<file path="src/rtl/ofp_pkg.sv">
`default_nettype none
package ofp_pkg;

  localparam int unsigned BYTE_W      = 8;
  localparam int unsigned WORD_W      = 16;
  localparam int unsigned SCALE_W     = 24;
  localparam int unsigned SCALED_W    = 40;
  localparam int unsigned PAY_BYTES   = 6;
  localparam int unsigned PAY_IDX_W   = 3;
  localparam int unsigned OUT_DATA_W  = 136;
  localparam int unsigned CFG_ADDR_W  = 3;
  localparam int unsigned CFG_DATA_W  = 32;

  localparam logic [BYTE_W-1:0]  HDR_SYNC   = 8'hFE;
  localparam logic [BYTE_W-1:0]  HDR_LEN    = 8'h04;
  localparam logic [BYTE_W-1:0]  FTR_BYTE   = 8'hAA;
  localparam logic [SCALE_W-1:0] SCALE_RST  = 24'd59056;

  // Register index 0 sits at byte address 0; bit 2 of the address selects the index.
  localparam logic REG_FLOW_SCALE = 1'b0;

  typedef struct packed {
    logic [BYTE_W-1:0] quality;
    logic [WORD_W-1:0] range_cm;
    logic [WORD_W-1:0] flow_y_counts;
    logic [WORD_W-1:0] flow_x_counts;
  } ofp_frame_t;

endpackage
`default_nettype wire

</file>
<file path="src/rtl/ofp_cfg_regs.sv">
`default_nettype none
module ofp_cfg_regs (
  input  wire logic                              clk,
  input  wire logic                              rst_n,
  input  wire logic                              cfg_psel,
  input  wire logic                              cfg_penable,
  input  wire logic                              cfg_pwrite,
  input  wire logic [ofp_pkg::CFG_ADDR_W-1:0]    cfg_paddr,
  input  wire logic [ofp_pkg::CFG_DATA_W-1:0]    cfg_pwdata,
  output logic      [ofp_pkg::CFG_DATA_W-1:0]    cfg_prdata,
  output logic                                   cfg_pready,
  output logic      [ofp_pkg::SCALE_W-1:0]       flow_scale
);
  import ofp_pkg::*;

  logic [SCALE_W-1:0] flow_scale_r;
  logic               wr_en;
  logic               sel_scale;

  assign cfg_pready = 1'b1;
  assign sel_scale  = (cfg_paddr[2] == REG_FLOW_SCALE);
  assign wr_en      = cfg_psel & cfg_penable & cfg_pwrite & cfg_pready & sel_scale;

  always_ff @(posedge clk) begin
    if (!rst_n) begin
      flow_scale_r <= SCALE_RST;
    end else if (wr_en) begin
      flow_scale_r <= cfg_pwdata[SCALE_W-1:0];
    end
  end

  always_comb begin
    cfg_prdata = '0;
    if (sel_scale) begin
      cfg_prdata = {{(CFG_DATA_W-SCALE_W){1'b0}}, flow_scale_r};
    end
  end

  assign flow_scale = flow_scale_r;

endmodule
`default_nettype wire

</file>
<file path="src/rtl/ofp_frame_fsm.sv">
`default_nettype none
module ofp_frame_fsm (
  input  wire logic                         clk,
  input  wire logic                         rst_n,
  input  wire logic                         step,
  input  wire logic [ofp_pkg::BYTE_W-1:0]   rx_byte,
  output logic                              frame_done,
  output ofp_pkg::ofp_frame_t               frame
);
  import ofp_pkg::*;

  typedef enum logic [3:0] {
    ST_HUNT = 4'd0,
    ST_SYNC = 4'd1,
    ST_PAY0 = 4'd2,
    ST_PAY1 = 4'd3,
    ST_PAY2 = 4'd4,
    ST_PAY3 = 4'd5,
    ST_PAY4 = 4'd6,
    ST_PAY5 = 4'd7,
    ST_CKSM = 4'd8,
    ST_QUAL = 4'd9,
    ST_FOOT = 4'd10,
    ST_DONE = 4'd11
  } state_t;

  state_t                state_r, state_nxt;
  logic [PAY_IDX_W-1:0]  payload_count_r, payload_count_nxt;
  logic [BYTE_W-1:0]     quality_hold_r, quality_hold_nxt;
  logic [BYTE_W-1:0]     payload_store_r [PAY_BYTES];
  logic                  store_wr;
  logic [BYTE_W-1:0]     cksum;
  logic                  in_payload;
  logic                  done_nxt;

  assign in_payload = (state_r >= ST_PAY0) && (state_r <= ST_PAY5);

  always_comb begin
    cksum = '0;
    for (int i = 0; i < PAY_BYTES; i++) begin
      cksum = cksum + payload_store_r[i];
    end
  end

  always_comb begin
    state_nxt         = state_r;
    payload_count_nxt = payload_count_r;
    quality_hold_nxt  = quality_hold_r;
    store_wr          = 1'b0;
    done_nxt          = 1'b0;
    unique case (state_r)
      ST_SYNC: begin
        state_nxt = (rx_byte == HDR_LEN) ? ST_PAY0 : ST_HUNT;
      end
      ST_PAY0, ST_PAY1, ST_PAY2, ST_PAY3, ST_PAY4, ST_PAY5: begin
        // A count past the last entry drops the byte; it cannot happen in a
        // well-formed run but keeps the store write in range.
        if (payload_count_r < PAY_IDX_W'(PAY_BYTES)) begin
          store_wr          = 1'b1;
          payload_count_nxt = payload_count_r + 1'b1;
        end
        state_nxt = state_t'(state_r + 4'd1);
      end
      ST_CKSM: begin
        state_nxt         = (cksum == rx_byte) ? ST_QUAL : ST_HUNT;
        payload_count_nxt = '0;
      end
      ST_QUAL: begin
        quality_hold_nxt = rx_byte;
        state_nxt        = ST_FOOT;
      end
      ST_FOOT: begin
        if (rx_byte == FTR_BYTE) begin
          state_nxt = ST_DONE;
          done_nxt  = 1'b1;
        end else begin
          state_nxt = ST_HUNT;
        end
      end
      default: begin
        // Hunting, a just-finished frame and unused codes all look for a header.
        state_nxt = (rx_byte == HDR_SYNC) ? ST_SYNC : ST_HUNT;
      end
    endcase
  end

  always_ff @(posedge clk) begin
    if (!rst_n) begin
      state_r         <= ST_HUNT;
      payload_count_r <= '0;
      quality_hold_r  <= '0;
    end else if (step) begin
      state_r         <= state_nxt;
      payload_count_r <= payload_count_nxt;
      quality_hold_r  <= quality_hold_nxt;
    end
  end

  always_ff @(posedge clk) begin
    if (step && store_wr) begin
      payload_store_r[payload_count_r] <= rx_byte;
    end
  end

  assign frame_done             = step & done_nxt;
  assign frame.flow_x_counts    = {payload_store_r[1], payload_store_r[0]};
  assign frame.flow_y_counts    = {payload_store_r[3], payload_store_r[2]};
  assign frame.range_cm         = {payload_store_r[5], payload_store_r[4]};
  assign frame.quality          = quality_hold_r;

  // The payload count tracks the position within the payload bytes.
  a_count_tracks_state: assert property (@(posedge clk) disable iff (!rst_n)
    in_payload |-> (4'(payload_count_r) == 4'(state_r - ST_PAY0)))
    else $error("payload count out of step with frame state");

  a_cksum_clears_count: assert property (@(posedge clk) disable iff (!rst_n)
    (step && state_r == ST_CKSM) |=> (payload_count_r == '0))
    else $error("payload count not cleared after checksum byte");

  a_done_enters_done: assert property (@(posedge clk) disable iff (!rst_n)
    frame_done |=> (state_r == ST_DONE))
    else $error("good footer did not end the frame");

endmodule
`default_nettype wire

</file>
<file path="src/rtl/ofp_out_stage.sv">
`default_nettype none
module ofp_out_stage (
  input  wire logic                             clk,
  input  wire logic                             rst_n,
  input  wire logic                             load,
  input  wire ofp_pkg::ofp_frame_t              frame,
  input  wire logic [ofp_pkg::SCALE_W-1:0]      flow_scale,
  input  wire logic                             out_tready,
  output logic                                  out_tvalid,
  output logic      [ofp_pkg::OUT_DATA_W-1:0]   out_tdata
);
  import ofp_pkg::*;

  logic                        out_valid_r;
  logic [OUT_DATA_W-1:0]       out_data_r;
  logic signed [SCALED_W-1:0]  cnt_x_s;
  logic signed [SCALED_W-1:0]  cnt_y_s;
  logic signed [SCALED_W-1:0]  scale_s;
  logic [SCALED_W-1:0]         prod_x;
  logic [SCALED_W-1:0]         prod_y;

  // Counts are sign-extended and the unsigned gain zero-extended to the result
  // width, so the low bits of the product are the exact two's complement value.
  assign cnt_x_s = $signed({{(SCALED_W-WORD_W){frame.flow_x_counts[WORD_W-1]}},
                            frame.flow_x_counts});
  assign cnt_y_s = $signed({{(SCALED_W-WORD_W){frame.flow_y_counts[WORD_W-1]}},
                            frame.flow_y_counts});
  assign scale_s = $signed({{(SCALED_W-SCALE_W){1'b0}}, flow_scale});
  assign prod_x  = cnt_x_s * scale_s;
  assign prod_y  = cnt_y_s * scale_s;

  always_ff @(posedge clk) begin
    if (!rst_n) begin
      out_valid_r <= 1'b0;
    end else if (load) begin
      out_valid_r <= 1'b1;
    end else if (out_tready) begin
      out_valid_r <= 1'b0;
    end
  end

  always_ff @(posedge clk) begin
    if (load) begin
      out_data_r <= {frame.quality, frame.range_cm,
                     prod_y, prod_x,
                     frame.flow_y_counts, frame.flow_x_counts};
    end
  end

  assign out_tvalid = out_valid_r;
  assign out_tdata  = out_data_r;

endmodule
`default_nettype wire

</file>
<file path="src/rtl/optical_flow_frame_parser.sv">
`default_nettype none
// Parses a byte stream from an optical flow sensor: header 0xFE 0x04, six payload
// bytes (x motion, y motion, distance; 16 bits each, low byte first), an 8-bit sum
// checksum, a quality byte and footer 0xAA. One item of the output stream is sent
// per good frame, on its footer. The block takes one byte per clock while it does
// not stall: a byte is captured in an input register, the frame state machine steps
// on it once the output register is free or being taken, and a finished frame is
// written to the output register together with the two 16x24 gain products.
// The input stalls only while the output register holds an item not yet taken and
// the input register is also full. The user must write flow_scale (address 0) only
// while no byte is in flight; the block itself does not enforce this.
module optical_flow_frame_parser (
  input  wire logic                             clk,
  input  wire logic                             rst_n,
  input  wire logic                             in_tvalid,
  output logic                                  in_tready,
  input  wire logic [7:0]                       in_tdata,    // [7:0] rx_byte
  output logic                                  out_tvalid,
  input  wire logic                             out_tready,
  // [15:0] flow_x_counts, [31:16] flow_y_counts, [71:32] flow_x_scaled,
  // [111:72] flow_y_scaled, [127:112] range_cm, [135:128] quality
  output logic      [ofp_pkg::OUT_DATA_W-1:0]   out_tdata,
  input  wire logic                             cfg_psel,
  input  wire logic                             cfg_penable,
  input  wire logic                             cfg_pwrite,
  input  wire logic [ofp_pkg::CFG_ADDR_W-1:0]   cfg_paddr,
  input  wire logic [ofp_pkg::CFG_DATA_W-1:0]   cfg_pwdata,
  output logic      [ofp_pkg::CFG_DATA_W-1:0]   cfg_prdata,
  output logic                                  cfg_pready
);
  import ofp_pkg::*;

  logic               in_valid_r;
  logic [BYTE_W-1:0]  in_byte_r;
  logic               can_out;
  logic               step;
  logic               in_fire;
  logic               frame_done;
  ofp_frame_t         frame;
  logic [SCALE_W-1:0] flow_scale;

  assign can_out   = ~out_tvalid | out_tready;
  assign step      = in_valid_r & can_out;
  assign in_tready = ~in_valid_r | can_out;
  assign in_fire   = in_tvalid & in_tready;

  always_ff @(posedge clk) begin
    if (!rst_n) begin
      in_valid_r <= 1'b0;
    end else if (in_fire) begin
      in_valid_r <= 1'b1;
    end else if (step) begin
      in_valid_r <= 1'b0;
    end
  end

  always_ff @(posedge clk) begin
    if (in_fire) begin
      in_byte_r <= in_tdata;
    end
  end

  ofp_cfg_regs u_cfg (
    .clk         (clk),
    .rst_n       (rst_n),
    .cfg_psel    (cfg_psel),
    .cfg_penable (cfg_penable),
    .cfg_pwrite  (cfg_pwrite),
    .cfg_paddr   (cfg_paddr),
    .cfg_pwdata  (cfg_pwdata),
    .cfg_prdata  (cfg_prdata),
    .cfg_pready  (cfg_pready),
    .flow_scale  (flow_scale)
  );

  ofp_frame_fsm u_fsm (
    .clk        (clk),
    .rst_n      (rst_n),
    .step       (step),
    .rx_byte    (in_byte_r),
    .frame_done (frame_done),
    .frame      (frame)
  );

  ofp_out_stage u_out (
    .clk        (clk),
    .rst_n      (rst_n),
    .load       (frame_done),
    .frame      (frame),
    .flow_scale (flow_scale),
    .out_tready (out_tready),
    .out_tvalid (out_tvalid),
    .out_tdata  (out_tdata)
  );

  // The input side stalls only when both the input and output registers are full.
  a_stall_cause: assert property (@(posedge clk) disable iff (!rst_n)
    !in_tready |-> (in_valid_r && out_tvalid && !out_tready))
    else $error("input stalled without a held result");

  // A completed frame always shows up on the output in the next cycle.
  a_done_to_out: assert property (@(posedge clk) disable iff (!rst_n)
    frame_done |=> out_tvalid)
    else $error("completed frame missing from output");

  // A held byte never waits while the output can take a result.
  a_no_idle_wait: assert property (@(posedge clk) disable iff (!rst_n)
    (in_valid_r && can_out) |=> (!in_valid_r || $past(in_fire)))
    else $error("input register held a byte without stepping");

endmodule
`default_nettype wire

</file>
<file path="config.mk">
export PLATFORM = sky130hd
export DESIGN_NAME = optical_flow_frame_parser
export DESIGN_NICKNAME = d
export VERILOG_FILES = /design/src/rtl/ofp_pkg.sv /design/src/rtl/ofp_cfg_regs.sv /design/src/rtl/ofp_frame_fsm.sv /design/src/rtl/ofp_out_stage.sv /design/src/rtl/optical_flow_frame_parser.sv
export SDC_FILE = /design/constraint.sdc
export NUM_CORES = 2
export LEC_CHECK = 0
export BUFFER_PORTS_ARGS = -buffer_cell sky130_fd_sc_hd__buf_2
export CORE_MARGIN = 2
export CORE_UTILIZATION = 25
export CTS_CLUSTER_SIZE = 28
export DETAILED_ROUTE_END_ITERATION = 10
export PLACE_DENSITY = 0.51
export SYNTH_ARGS = -nofsm -noshare
export SYNTH_HDL_FRONTEND = slang
export SYNTH_HIERARCHICAL = 1
export SYNTH_SLANG_ARGS = --single-unit
</file>
<file path="constraint.sdc">
create_clock -name clk -period 16 [get_ports clk]
set_input_delay 1.6 -clock clk [delete_from_list [all_inputs] [get_ports clk]]
set_output_delay 1.6 -clock clk [all_outputs]
set_load 0.01 [all_outputs]
</file>
# Word level (Yosys, flattened, before mapping)

Memory sizes are Yosys's and may differ from the RTL's.
Cells that the tools add are included.
W data, S select, Z words.

$mul: 2
Equal/unequal tests: 15
Reduce and logical (&&, ||, !) cells: 7
Divide/modulo/power cells: 0
Bitwise operators: 11
Muxes and demuxes: 18
Shift operators: 0
$lt $le $gt $ge: 1
$add $sub $neg: 7

Operator list:

| cell                  | count |
|---|---|
| $mul A16 B25 Y40      | 2 |
| $add A8 B8 Y8         | 5 |
| $mux W24              | 1 |
| $pmux W4 S5           | 1 |
| $eq A4 B3 Y1 const B  | 4 |
| $eq A8 B8 Y1 const B  | 2 |
| $eq A4 B4 Y1 const B  | 3 |
| $mux W1               | 11 |
| $eq A4 B2 Y1 const B  | 2 |
| $eq A8 B3 Y1 const B  | 1 |
| $eq A8 B8 Y1          | 1 |
| $mux W4               | 2 |
| $and A1 B1 Y1         | 6 |
| $pmux W3 S2           | 1 |
| $reduce_bool A2 Y1    | 3 |
| $reduce_or A6 Y1      | 1 |
| $add A4 B1 Y4 const B | 1 |
| $eq A4 B1 Y1 const B  | 1 |
| $add A3 B1 Y3 const B | 1 |
| $lt A3 B3 Y1 const B  | 1 |
| $mux W3               | 1 |
| $not A1 Y1            | 3 |
| $reduce_and A3 Y1     | 1 |
| $mux W2               | 1 |
| other kinds (4)       | 5 |

Logic and storage cells: 70
RAM bits: 48
Register bits: 185
Memories kept: 1
Output and inout bits: 171
Input bits: 50
ROM bits: 0
Latch bits: 0

Memory list:

| memory                | words | width | rd ports | clocked after Yosys merged registers in | wr ports | line                | RTL |
|---|---|---|---|---|---|---|---|
| u_fsm.payload_store_r | 6     | 8     | 6        | 0                                       | 1        | ofp_frame_fsm.sv:30 | `logic [BYTE_W-1:0] payload_store_r [PAY_BYTES];` |

# Longest topological paths before layout

An unclocked memory read counts as a cell.

Depth in word-level cells: 9
Depth in mapped cells: 24

# Cells and area by module

The synthesis kept the hierarchy.

By module, submodules not included:

| module                    | cells an instance | instances | area each (µm²) |
|---|---|---|---|
| ofp_out_stage             | 3144              | 1         | 29732.3 |
| ofp_frame_fsm             | 266               | 1         | 3358.2 |
| ofp_cfg_regs              | 142               | 1         | 1265.0 |
| optical_flow_frame_parser | 15                | 1         | 315.3 |

# Worst setup path before layout

No wires, ideal clock.

Kind: input to register
From: in out_tready
To: reg u_out.out_data_r[0] (netlist: u_out/out_tdata[0]), enable pin
Slack: 7612 ps
Buffers on the path: 0
Cell stages on the path: 4
Arrival: 7753 ps
Library setup time: 635 ps
Cells stage by stage: inv_1 a21boi_0 inv_1 nor2_1

Longest elaborated chain between the ends: 3

RTL lines:

| what                   | line                            | RTL |
|---|---|---|
| start: declaration     | optical_flow_frame_parser.sv:19 | `input wire logic out_tready,` |
| $or A1 B1 Y1           | optical_flow_frame_parser.sv:42 | `assign can_out = ~out_tvalid \| out_tready;` |
| $and A1 B1 Y1          | optical_flow_frame_parser.sv:43 | `assign step = in_valid_r & can_out;` |
| net step               | optical_flow_frame_parser.sv:36 | `logic step;` |
| $and A1 B1 Y1          | ofp_frame_fsm.sv:105            | `assign frame_done = step & done_nxt;` |
| net frame_done         | optical_flow_frame_parser.sv:38 | `logic frame_done;` |
| end signal: assignment | ofp_out_stage.sv:44             | `out_data_r <= {frame.quality, frame.range_cm,` |
| end: declaration       | ofp_out_stage.sv:15             | `logic [OUT_DATA_W-1:0] out_data_r;` |

The timed path passes the listed nets, and every way through them passes these cells.
A chain may end at the register's enable or synchronous reset.

# Worst setup path in the final report

From: reg u_cfg.flow_scale_r[10] (netlist: u_cfg/flow_scale[10])
To: reg u_out.out_data_r[110] (netlist: u_out/out_tdata[110]), data pin

Longest elaborated chain between the ends: 1

RTL lines:

| what                     | line                | RTL |
|---|---|---|
| start: declaration       | ofp_cfg_regs.sv:16  | `logic [SCALE_W-1:0] flow_scale_r;` |
| start signal: assignment | ofp_cfg_regs.sv:28  | `flow_scale_r <= cfg_pwdata[SCALE_W-1:0];` |
| $mul A16 B25 Y40         | ofp_out_stage.sv:30 | `assign prod_y = cnt_y_s * scale_s;` |
| net u_out.prod_y[38]     | ofp_out_stage.sv:20 | `logic [SCALED_W-1:0] prod_y;` |

The timed path passes the listed nets, and every way through them passes these cells.

==> flow_summary.json <==
{
  "outcome": "completed",
  "final_nets": 4668,
  "num_vias": 24100,
  "ys_async_sr_fraction": 0,
  "fin_total_pwr_mw": 2.97,
  "totalNegativeSetupSlack_ns": 0,
  "wl_um": 88800,
  "critical_path.slowest_cell": "sky130_fd_sc_hd__dfxtp_2",
  "crit_path_cell_trace": "nand2_1, fa_1, fa_1, fa_1, fa_1, inv_1, fa_1, fa_1, ha_1, and3_1, and4_1, o21ai_0, a32oi_1, nand2_1, a21oi_1, a311oi_1, xnor2_1",
  "setup.worst_path.start_class": "flip-flop",
  "drt_pre_antenna_iters": 5,
  "post_cts_repair_setup_buffers": 0,
  "routability_congestion_estimate": 0.796,
  "antenna_violations_before_repair": 2,
  "placement.cell_area_mm2": 0.0378,
  "cts_root_buf": "sky130_fd_sc_hd__clkbuf_16",
  "power_report.internal_total_mw": 1.76,
  "pwr-share-clk": 0.230,
  "clock_latency_ns": 0.63,
  "layout-drive-gt1-share": 0.0927,
  "capturing_element_type_of_the_critical_path": "flip-flop",
  "finish.utilization": 0.282,
  "switchingPower_mw": 1.22,
  "die_y_extent_um": 376,
  "critPathKind": "flip-flop to flip-flop",
  "holdWs_ns": 0.430,
  "clock_tree.buffer_depth": 3,
  "dpl_worst_slack_ns": 8.84,
  "synthFlopType": "sky130_fd_sc_hd__edfxtp_1",
  "fin_crit_ns": 7.21,
  "clkSlewWorstSetupHoldPaths_ns": 0.06,
  "cp.required_ns": 16.33,
  "fillers": 14700,
  "synthesis.area_per_instance_um2": 9.72,
  "first_global_vias": 25100,
  "cts_sinks": 233,
  "ys_seq_area_frac": 0.190,
  "grt_first_pass_wirelength_um": 143000,
  "floorplan_die_area_mm2": 0.142,
  "min-delay-path-class": "flip-flop to flip-flop",
  "top_level_ports": 221,
  "numCtsBuffers": 27,
  "postSynthRegisterBits": 233,
  "max_cap_violations": 0,
  "cp_top_family": "adder cells",
  "critPathArrivalTime_ns": 7.54,
  "critical_path.max_fanout": 34,
  "globalRoute.totalOverflow": 0,
  "die_w_um": 376,
  "cts-hold-fix-buffers": 0,
  "viasPerCell": 4.37,
  "final_cell_mix": "sky130_fd_sc_hd__inv_1, sky130_fd_sc_hd__fa_1, sky130_fd_sc_hd__nand2_1",
  "share_comb_of_total_power": 0.522,
  "area_growth_pct": 11.7,
  "timing.final.ws_setup_ns": 8.79,
  "htree_num_levels": 1,
  "cellPowerDensity_mw_per_mm2": 76.8,
  "report.final.setup_viol": 0,
  "skew_ns": 0.0303,
  "core_area_mm2": 0.137,
  "critPathMaxStageDelay_ns": 0.92,
  "power_switching_share": 0.409,
  "synth_edf_count": 192,
  "finalHoldViolations": 0,
  "num_rows": 136,
  "dpl.cell_count": 5467,
  "synthesis.instances": 3567,
  "syn-cell-area_mm2": 0.0347,
  "gr-usage-all-layers": 0.128,
  "max_freq_mhz": 139,
  "leakagePower_nw": 18.4,
  "ctsResizeCount": 0,
  "mostFrequentLayoutCell": "sky130_fd_sc_hd__inv_1",
  "postRouteAntennaNets": 0,
  "tightest_slew_ns": 1.32,
  "worst_slew_margin_rel": 0.115,
  "slew_violations": 0,
  "detail_route.iter0.violations": 1332,
  "post_route_fraction_of_the_period_consumed_by_the_critical_path": 0.450,
  "path_buf_inv": 1,
  "seqPwrFrac": 0.248,
  "setup.reg_to_reg.worst_slack_ns": 8.79,
  "fin_cells": 5518,
  "rsz0062_at_grt": "false",
  "ys_warn_count": 6,
  "critical_path.most_common_cell": "sky130_fd_sc_hd__fa_1",
  "port_buffers": 201,
  "wl_per_cell_um": 16.1,
  "stdcell_area_mm2": 0.0387,
  "remaining_drc_errors": 0,
  "tritoncts": "yes",
  "ys_types": 83,
  "half_perimeter_wire_length_after_detailed_placement_um": 67200,
  "max-vdd-ir-drop_mv": 0.0815,
  "floorplan.initialDensity": 0.252,
  "largest_net_degree_at_the_start_of_global_routing": 58
}
power groups by stage:
stage / combinational [mW] / sequential, mW / clock, mW
6_report: 1.55 / 0.737 / 0.684
5_1_grt: 1.78 / 0.737 / 0.730
4_1_cts: 1.56 / 0.737 / 0.711
3_5_place_dp: 1.55 / 0.750 / 0
3_3_place_gp: 1.54 / 0.750 / 0
2_1_floorplan: 1.20 / 0.748 / 0
flip-flops by register name (all words and copies together) (netlist names):
register	flops
in_byte_r	8
in_valid_r	1
u_cfg/flow_scale	24
u_fsm/payload_count_r	3
u_fsm/payload_store_r	48
u_fsm/quality_hold_r	8
u_fsm/state_r	4
u_out/out_tdata	136
u_out/out_tvalid	1
worst register-to-register path, stage by stage (launching register included):
cell,delay (ns)
sky130_fd_sc_hd__dfxtp_2,0.92
sky130_fd_sc_hd__nand2_1,0.21
sky130_fd_sc_hd__fa_1,0.54
sky130_fd_sc_hd__fa_1,0.59
sky130_fd_sc_hd__fa_1,0.46
sky130_fd_sc_hd__fa_1,0.55
sky130_fd_sc_hd__inv_1,0.05
sky130_fd_sc_hd__fa_1,0.49
sky130_fd_sc_hd__fa_1,0.41
sky130_fd_sc_hd__ha_1,0.37
sky130_fd_sc_hd__and3_1,0.28
sky130_fd_sc_hd__and4_1,0.20
sky130_fd_sc_hd__o21ai_0,0.17
sky130_fd_sc_hd__a32oi_1,0.48
sky130_fd_sc_hd__nand2_1,0.21
sky130_fd_sc_hd__a21oi_1,0.56
sky130_fd_sc_hd__a311oi_1,0.23
sky130_fd_sc_hd__xnor2_1,0.21
cells in the mapped netlist (5+ instances only):
library cell | instances | share of area
sky130_fd_sc_hd__a211oi_1 | 6 | 0.0013
sky130_fd_sc_hd__a21boi_0 | 14 | 0.0030
sky130_fd_sc_hd__a21o_1 | 44 | 0.0095
sky130_fd_sc_hd__a21oi_1 | 73 | 0.011
sky130_fd_sc_hd__a31o_2 | 5 | 0.0013
sky130_fd_sc_hd__a31oi_1 | 12 | 0.0022
sky130_fd_sc_hd__and2_1 | 330 | 0.060
sky130_fd_sc_hd__and3_1 | 12 | 0.0022
sky130_fd_sc_hd__and4_1 | 5 | 0.0013
sky130_fd_sc_hd__buf_4 | 9 | 0.0019
sky130_fd_sc_hd__clkbuf_1 | 154 | 0.017
sky130_fd_sc_hd__dfxtp_1 | 41 | 0.024
sky130_fd_sc_hd__edfxtp_1 | 192 | 0.17
sky130_fd_sc_hd__fa_1 | 639 | 0.37
sky130_fd_sc_hd__ha_1 | 277 | 0.10
sky130_fd_sc_hd__inv_1 | 831 | 0.090
sky130_fd_sc_hd__mux2i_1 | 24 | 0.0069
sky130_fd_sc_hd__nand2_1 | 482 | 0.052
sky130_fd_sc_hd__nand2b_1 | 22 | 0.0040
sky130_fd_sc_hd__nand3_1 | 22 | 0.0032
sky130_fd_sc_hd__nand4_1 | 10 | 0.0018
sky130_fd_sc_hd__nor2_1 | 66 | 0.0071
sky130_fd_sc_hd__nor2b_1 | 44 | 0.0079
sky130_fd_sc_hd__nor3_1 | 17 | 0.0025
sky130_fd_sc_hd__o21a_1 | 9 | 0.0019
sky130_fd_sc_hd__o21ai_0 | 36 | 0.0052
sky130_fd_sc_hd__o21bai_1 | 10 | 0.0022
sky130_fd_sc_hd__xnor2_1 | 62 | 0.016
sky130_fd_sc_hd__xor2_1 | 28 | 0.0071
layer usage:
layer | share of wire | up-vias | global-route usage
met4 | 0.013 | 2 | 0.0175
met1 | 0.46 | 12500 | 0.179
met3 | 0.055 | 58 | 0.0197
met2 | 0.47 | 569 | 0.213
li1 | - | 11000 | -
met5 | 0.000079 | - | 0
kinds of logic (layout without fill, tap and decap cells):
logic type / Yosys count / count (layout) / share of synthesized area
mux: 24 / 24 / 0.00693
compound gates: 261 / 261 / 0.0510
buf+inv: 1001 / 1150 / 0.111
other cells: 2 / 10 / 0.000217
simple gates: 1039 / 1039 / 0.149
xor+xnor: 91 / 91 / 0.0234
flops: 233 / 233 / 0.190
fa+ha+maj: 916 / 916 / 0.469
path summary, 6_finish.rpt:
path | start | depth (start not counted) | to
hold / removal | u_fsm/quality_hold_r[1] | 0 | u_out/out_tdata[129]
setup reg to reg | u_cfg/flow_scale[10] | 17 | u_out/out_tdata[110]
hold reg to reg | u_fsm/quality_hold_r[1] | 0 | u_out/out_tdata[129]
setup / recovery | u_cfg/flow_scale[10] | 17 | u_out/out_tdata[110]
layout make-up:
| cell class | count | area [um^2] | share of cell area |
|---|---|---|---|
| Antenna cell | 1 | 2.50 | 0.0000646 |
| Timing Repair Buffer | 268 | 1510 | 0.0390 |
| Clock inverter | 14 | 200 | 0.00517 |
| Tap cell | 1794 | 2240 | 0.0580 |
| Multi-Input combinational cell | 2340 | 24300 | 0.628 |
| Inverter | 832 | 3120 | 0.0807 |
| Sequential cell | 233 | 6590 | 0.170 |
| Clock buffer | 36 | 751 | 0.0194 |
No activity file was read; power rests on OpenSTA's default activity.
